===== config.mk =====
export PLATFORM = sky130hd
export DESIGN_NAME = absolute_tape_block_parser
export DESIGN_NICKNAME = d
export VERILOG_FILES = /design/src/sv/abs_tape_pkg.sv /design/src/sv/absolute_tape_block_parser.sv
export SDC_FILE = /design/constraint.sdc
export NUM_CORES = 1
export LEC_CHECK = 0
export BUFFER_PORTS_ARGS = -buffer_cell sky130_fd_sc_hd__buf_2
export CORE_UTILIZATION = 40
export DETAILED_ROUTE_END_ITERATION = 7
export HOLD_SLACK_MARGIN = 0.06
export MAX_ROUTING_LAYER = met4
export PLACE_DENSITY = 0.64
export REMOVE_ABC_BUFFERS = 1
export SLEW_MARGIN = 40
export SYNTH_ARGS = -nofsm -noshare
export SYNTH_HDL_FRONTEND = slang
export SYNTH_SLANG_ARGS = --single-unit

===== constraint.sdc =====
create_clock -name clk -period 4.2 [get_ports clk]
set_clock_uncertainty 0.2 [all_clocks]
set_input_delay 0.84 -clock clk [delete_from_list [all_inputs] [get_ports clk]]
set_output_delay 0.84 -clock clk [all_outputs]
set_load 0.02 [all_outputs]

===== src/sv/abs_tape_pkg.sv =====
// Package for the absolute tape block parser.
// Holds the parse phase type, event codes and header constants.
// No dependencies.
`default_nettype none

package abs_tape_pkg;

    typedef enum logic [2:0] {
        PH_HUNT     = 3'd0,
        PH_GOT_SOH  = 3'd1,
        PH_CNT_LO   = 3'd2,
        PH_CNT_HI   = 3'd3,
        PH_ADDR_LO  = 3'd4,
        PH_ADDR_HI  = 3'd5,
        PH_DATA     = 3'd6,
        PH_CSUM     = 3'd7
    } phase_t;

    typedef logic [2:0] event_t;

    localparam event_t EV_NONE    = 3'd0;
    localparam event_t EV_WRITE   = 3'd1;
    localparam event_t EV_ENTRY   = 3'd2;
    localparam event_t EV_OK      = 3'd3;
    localparam event_t EV_CSUM    = 3'd4;
    localparam event_t EV_BADSIZE = 3'd5;

    localparam logic [7:0]  HDR_START = 8'h01;
    localparam logic [15:0] HDR_SIZE  = 16'd6;

endpackage

`default_nettype wire


===== src/sv/absolute_tape_block_parser.sv =====
// Absolute tape block parser, top level.
// Depends on abs_tape_pkg for phase type, event codes and header constants.
//
//  channel  | handshake              | payload
//  ---------+------------------------+---------------------------------
//  input    | in_valid / in_stall    | tape_byte[7:0]
//  output   | out_valid / out_stall  | event_res[2:0] address[15:0] data[7:0]
//
// One tape byte per cycle while in_stall is low: each byte gives exactly one
// result in the cycle after it is taken. A single phase/sum update lies between the
// parser state registers and the result register.
// Reset clears the phase, counters and the result valid flag.
// A stalled result holds; a new byte is still taken in the cycle the result
// leaves, so in_stall is high only while a held result is stalled.
`default_nettype none

module absolute_tape_block_parser
(
    input  wire logic                  clk,
    input  wire logic                  rst_n,
    input  wire logic                  in_valid,
    output logic                       in_stall,
    input  wire logic [7:0]            tape_byte,
    output logic                       out_valid,
    input  wire logic                  out_stall,
    output abs_tape_pkg::event_t       event_res,
    output logic [15:0]                address,
    output logic [7:0]                 data
);
    import abs_tape_pkg::*;

    phase_t       phase_reg, phase_next;
    logic [7:0]   sum_reg, sum_next;
    logic [15:0]  pos_reg, pos_next;
    logic [15:0]  len_reg, len_next;
    logic [15:0]  addr_reg, addr_next;

    logic         out_valid_reg;
    event_t       ev_reg, ev_next;
    logic [15:0]  res_addr_reg, res_addr_next;
    logic [7:0]   res_data_reg, res_data_next;

    logic         accept;
    logic [7:0]   sum_add;
    logic [15:0]  pos_inc;
    logic [15:0]  addr_hi;

    assign in_stall  = out_valid_reg & out_stall;
    assign accept    = in_valid & ~in_stall;
    assign out_valid = out_valid_reg;
    assign event_res = ev_reg;
    assign address   = res_addr_reg;
    assign data      = res_data_reg;

    assign sum_add = sum_reg + tape_byte;
    assign pos_inc = pos_reg + 16'd1;
    assign addr_hi = {tape_byte, addr_reg[7:0]};

    always_comb
    begin
        phase_next    = phase_reg;
        sum_next      = sum_reg;
        pos_next      = pos_reg;
        len_next      = len_reg;
        addr_next     = addr_reg;
        ev_next       = EV_NONE;
        res_addr_next = 16'd0;
        res_data_next = 8'd0;
        case (phase_reg)
            PH_HUNT:
            begin
                sum_next = 8'd0;
                if (tape_byte == HDR_START)
                begin
                    phase_next = PH_GOT_SOH;
                    pos_next   = 16'd1;
                    sum_next   = tape_byte;
                end
            end
            PH_GOT_SOH:
            begin
                // a broken header drops back to hunting without rescanning this byte
                if (tape_byte != 8'd0)
                begin
                    phase_next = PH_HUNT;
                end
                else
                begin
                    phase_next = PH_CNT_LO;
                    pos_next   = pos_inc;
                    sum_next   = sum_add;
                end
            end
            PH_CNT_LO:
            begin
                len_next   = {8'd0, tape_byte};
                sum_next   = sum_add;
                pos_next   = pos_inc;
                phase_next = PH_CNT_HI;
            end
            PH_CNT_HI:
            begin
                len_next   = {tape_byte, len_reg[7:0]};
                sum_next   = sum_add;
                pos_next   = pos_inc;
                phase_next = PH_ADDR_LO;
            end
            PH_ADDR_LO:
            begin
                addr_next  = {8'd0, tape_byte};
                sum_next   = sum_add;
                pos_next   = pos_inc;
                phase_next = PH_ADDR_HI;
            end
            PH_ADDR_HI:
            begin
                addr_next = addr_hi;
                sum_next  = sum_add;
                pos_next  = pos_inc;
                if (pos_inc > len_reg)
                begin
                    ev_next       = EV_BADSIZE;
                    res_addr_next = addr_hi;
                    phase_next    = PH_HUNT;
                end
                else if (len_reg == HDR_SIZE)
                begin
                    ev_next       = EV_ENTRY;
                    res_addr_next = addr_hi;
                    phase_next    = PH_HUNT;
                end
                else
                begin
                    phase_next = PH_DATA;
                end
            end
            PH_DATA:
            begin
                ev_next       = EV_WRITE;
                res_addr_next = addr_reg;
                res_data_next = tape_byte;
                sum_next      = sum_add;
                addr_next     = addr_reg + 16'd1;
                pos_next      = pos_inc;
                if (pos_inc >= len_reg)
                begin
                    phase_next = PH_CSUM;
                end
            end
            PH_CSUM:
            begin
                if (sum_add != 8'd0)
                begin
                    ev_next       = EV_CSUM;
                    res_data_next = sum_add;
                end
                else
                begin
                    ev_next = EV_OK;
                end
                sum_next   = 8'd0;
                phase_next = PH_HUNT;
            end
            default:
            begin
                phase_next = PH_HUNT;
            end
        endcase
    end

    always_ff @(posedge clk or negedge rst_n)
    begin
        if (!rst_n)
        begin
            phase_reg     <= PH_HUNT;
            sum_reg       <= 8'd0;
            pos_reg       <= 16'd0;
            len_reg       <= 16'd0;
            addr_reg      <= 16'd0;
            out_valid_reg <= 1'b0;
        end
        else
        begin
            if (accept)
            begin
                phase_reg <= phase_next;
                sum_reg   <= sum_next;
                pos_reg   <= pos_next;
                len_reg   <= len_next;
                addr_reg  <= addr_next;
            end
            // drop the valid flag once the result is taken and nothing new came in
            if (accept)
            begin
                out_valid_reg <= 1'b1;
            end
            else if (!out_stall)
            begin
                out_valid_reg <= 1'b0;
            end
        end
    end

    always_ff @(posedge clk)
    begin
        if (accept)
        begin
            ev_reg       <= ev_next;
            res_addr_reg <= res_addr_next;
            res_data_reg <= res_data_next;
        end
    end

    a_data_gives_write: assert property (@(posedge clk) disable iff (!rst_n)
        accept && phase_reg == PH_DATA |=> event_res == EV_WRITE)
        else $error("data byte did not give a byte write");

    a_csum_returns_hunt: assert property (@(posedge clk) disable iff (!rst_n)
        accept && phase_reg == PH_CSUM |=> phase_reg == PH_HUNT && sum_reg == 8'd0)
        else $error("checksum byte did not return to hunting with a clear sum");

    a_hunt_stays: assert property (@(posedge clk) disable iff (!rst_n)
        accept && phase_reg == PH_HUNT && tape_byte != HDR_START |=> phase_reg == PH_HUNT)
        else $error("left hunting without a header start byte");

    a_event_range: assert property (@(posedge clk) disable iff (!rst_n)
        out_valid |-> event_res <= EV_BADSIZE)
        else $error("event code out of range");

    a_held_result_blocks: assert property (@(posedge clk) disable iff (!rst_n)
        out_valid && out_stall |=> out_valid)
        else $error("stalled result was lost");

endmodule

`default_nettype wire

==> flow_summary.json <==
{
  "synth.largest_area_cell": "sky130_fd_sc_hd__dfrtp_1",
  "worst_skew_pair.late_latency_ps": 360,
  "synth.top_cell.area_share_pct": 30.4,
  "core.rowCount": 40,
  "synth.most_common_cell": "sky130_fd_sc_hd__nand2_1",
  "synthDistinctLibCells": 55,
  "tritoncts.num_buffers": 9,
  "ys_async_sr_fraction_pct": 69.0,
  "cp_num_buf_inv": 1,
  "worstMarginPinSlew_ps": 747,
  "detailedRoute.firstPassIterationCount": 5,
  "max_clock_freq_ghz": 0.261,
  "peakVddDrop_uv": 177,
  "drive_gt1_share_pct": 14.7,
  "viasPerCell": 5.61,
  "postPlaceCellArea_um2": 5300,
  "grt_antenna_before_repair": 0,
  "synth_area_per_inst_um2": 9.66,
  "floorplan.io_pins": 41,
  "maxCapViolations": 0,
  "ys_warn_count": 0,
  "worst_setup_path_end_kind": "flip-flop",
  "post_drt_wl_per_cell_um": 16.8,
  "worstPathArrival_ps": 3860,
  "worst-path-max-fanout": 7,
  "post_route_design_area_um2": 5580,
  "die_footprint_um2": 12800,
  "data_required_time_at_the_worst_endpoint_ps": 4230,
  "final-setup-viol-count": 0,
  "antenna_left": 0,
  "grt.overflow.total": 0,
  "clock_tree.htree_level_count": 3,
  "path_clk_slew_ps": 70,
  "path_cells": "ha_1, and3_1, nand3_1, nor3_1, buf_4, nand3_1, xnor2_1, ha_1, nand4_1, nor4_2, a21bo_2, a31oi_2, o21a_1, a22o_1",
  "post_layout_minimum_cycle_time_ps": 3840,
  "criticalPathCategory": "flip-flop to flip-flop",
  "slowest_stage_delay_cp_ps": 440,
  "floorplan.die.width_um": 113,
  "grt_start_max_net_pins": 35,
  "total_leakage_power_nw": 2.42,
  "detailedRoute.firstIterationViolations": 386,
  "numClockSinks": 87,
  "cpLargestDelayFamily": "simple AND/OR/NAND/NOR gates",
  "floorplan.core_area_um2": 12000,
  "critical-path-slowest-cell": "sky130_fd_sc_hd__dfrtp_1",
  "slew_headroom_pct": 50.2,
  "worst_setup_sp_type": "flip-flop",
  "gr-usage-all-layers_pct": 20.8,
  "post-cts-setup-buffers": 0,
  "antennaDiodeCount": 0,
  "flow.area_growth_from_synthesis_pct": 13.1,
  "ys_dominant_reg_cell": "sky130_fd_sc_hd__dfrtp_1",
  "clockRootBuffer": "sky130_fd_sc_hd__clkbuf_16",
  "die_height_um": 113,
  "setup_total_negative_slack_ps": 0,
  "detailed_place_hpwl_mm": 8.27,
  "grt_setup_unrepaired": "no",
  "synth.ff_latch_count": 87,
  "synth-seq-area-share_pct": 46.8,
  "total_of_buffers_placed_on_input_and_output_ports": 40,
  "netlist_top_cells_area": "sky130_fd_sc_hd__dfrtp_1, sky130_fd_sc_hd__edfxtp_1, sky130_fd_sc_hd__ha_1, sky130_fd_sc_hd__a22o_1, sky130_fd_sc_hd__nand2_1",
  "power_density_nw_per_um2": 640,
  "final_min_period_over_clock_period_pct": 91.3,
  "synth.top_cells.by_count": "sky130_fd_sc_hd__nand2_1, sky130_fd_sc_hd__dfrtp_1, sky130_fd_sc_hd__o21ai_0",
  "finalHoldViolCount": 0,
  "run_status": "completed",
  "tritoncts": "done",
  "first_global_vias": 4025,
  "floorplan.initialDensity_pct": 41.1,
  "synthesis.instances": 511,
  "post_synth_edffs": 27,
  "wire_length_of_the_first_global_routing_pass_mm": 19.9,
  "syn_area_um2": 4940,
  "vias": 3959,
  "number_of_nets_in_the_layout": 592,
  "drv_slew": 0,
  "drt_drc_violations_left": 0,
  "hold_path_class": "flip-flop to flip-flop",
  "globalplace.congestion": 0.825,
  "max-clock-path-buffers": 2,
  "totalWireLength_mm": 11.9
}
-- worst register-to-register path, delay by kind of cell, from the launching register on --
kind / cells / cell delay, ps
XOR/XNOR: 1 / 160
AO/OA/AOI/OAI: 4 / 1030
buffers and inverters: 1 / 160
AND/OR/NAND/NOR: 6 / 1170
flip-flops: 1 / 440
adder cells (fa/ha/maj): 2 / 560
-- layout by cell type, fill, tap and decap left out, types with 8 or more instances in the layout --
master	count
sky130_fd_sc_hd__a21oi_1	25
sky130_fd_sc_hd__a22o_1	32
sky130_fd_sc_hd__buf_2	40
sky130_fd_sc_hd__buf_4	14
sky130_fd_sc_hd__clkbuf_16	9
sky130_fd_sc_hd__dfrtp_1	60
sky130_fd_sc_hd__edfxtp_1	27
sky130_fd_sc_hd__ha_1	25
sky130_fd_sc_hd__inv_1	27
sky130_fd_sc_hd__mux2i_1	9
sky130_fd_sc_hd__nand2_1	69
sky130_fd_sc_hd__nand3_1	18
sky130_fd_sc_hd__nor2_1	40
sky130_fd_sc_hd__nor3_1	8
sky130_fd_sc_hd__o21ai_0	43
sky130_fd_sc_hd__xnor2_1	12
sky130_fd_sc_hd__xor2_1	10
-- layer usage --
| metal | routed length (µm) | global-route usage [%] |
|---|---|---|
| met1 | 5390 | 25.5 |
| met2 | 5580 | 33.4 |
| met3 | 565 | 4.98 |
| met4 | 314 | 7.81 |
| met5 | 0 | - |
-- cell type report --
type | instances | area [µm²]
clock buffer | 10 | 229
clock inverter | 6 | 45.0
fill | 1129 | 6430
inverter | 27 | 101
multi-input combinational | 375 | 2410
sequential | 87 | 2310
tap | 147 | 184
timing repair buffer | 54 | 305
-- report_power, final --
group	leakage (nW)	total (mW)	internal, mW	switching, mW
sequential	1.03	1.41	1.16	0.251
clock	0.127	0.751	0.403	0.349
combinational	1.26	1.41	0.560	0.852
total	2.42	3.57	2.12	1.45
-- timing repair --
item,4_1_cts,5_1_grt
endpoints found under the setup margin,0,2
resized for setup,0,1
hold buffers,0,0
-- path summary, 6_finish.rpt --
kind | from | end | slack, ps | cells past startpoint
setup reg to reg | pos_reg[0] | address[9] | 360 | 14
hold / removal | pos_reg[9] | pos_reg[9] | 290 | 1
hold reg to reg | pos_reg[9] | pos_reg[9] | 290 | 1
max in group asynchronous | rst_n | pos_reg[10] | 2520 | 2
setup / recovery | pos_reg[0] | address[9] | 360 | 14
min in group asynchronous | rst_n | addr_reg[8] | 350 | 1
-- through the flow --
step | power, mW | worst slack, ps | hold slack (ps) | cells | utilization [%]
floorplan | 2.39 | 517 | 254 | 489 | -
global placement | 2.78 | 472 | 278 | 690 | 44.2
detailed placement | 2.82 | 344 | 281 | 690 | 44.2
CTS | 3.58 | 317 | 293 | 706 | 46.4
global route | 3.84 | 48.7 | 308 | 706 | 46.5
finish | 3.57 | 363 | 292 | 706 | 46.5
-- cells by family (layout without fill, tap and decap cells) --
group                    Yosys count  count (layout)  share of synthesized area [%]
adder cells (fa/ha/maj)           26              26                           6.74
flip-flops                        87              87                           46.8
buffers and inverters             49              97                           4.56
AND/OR/NAND/NOR                  169             169                           15.7
multiplexers                      10              10                           2.05
AO/OA/AOI/OAI                    148             148                           20.2
XOR/XNOR                          22              22                           3.90
Note: power is estimated with default switching activity, not from simulation.
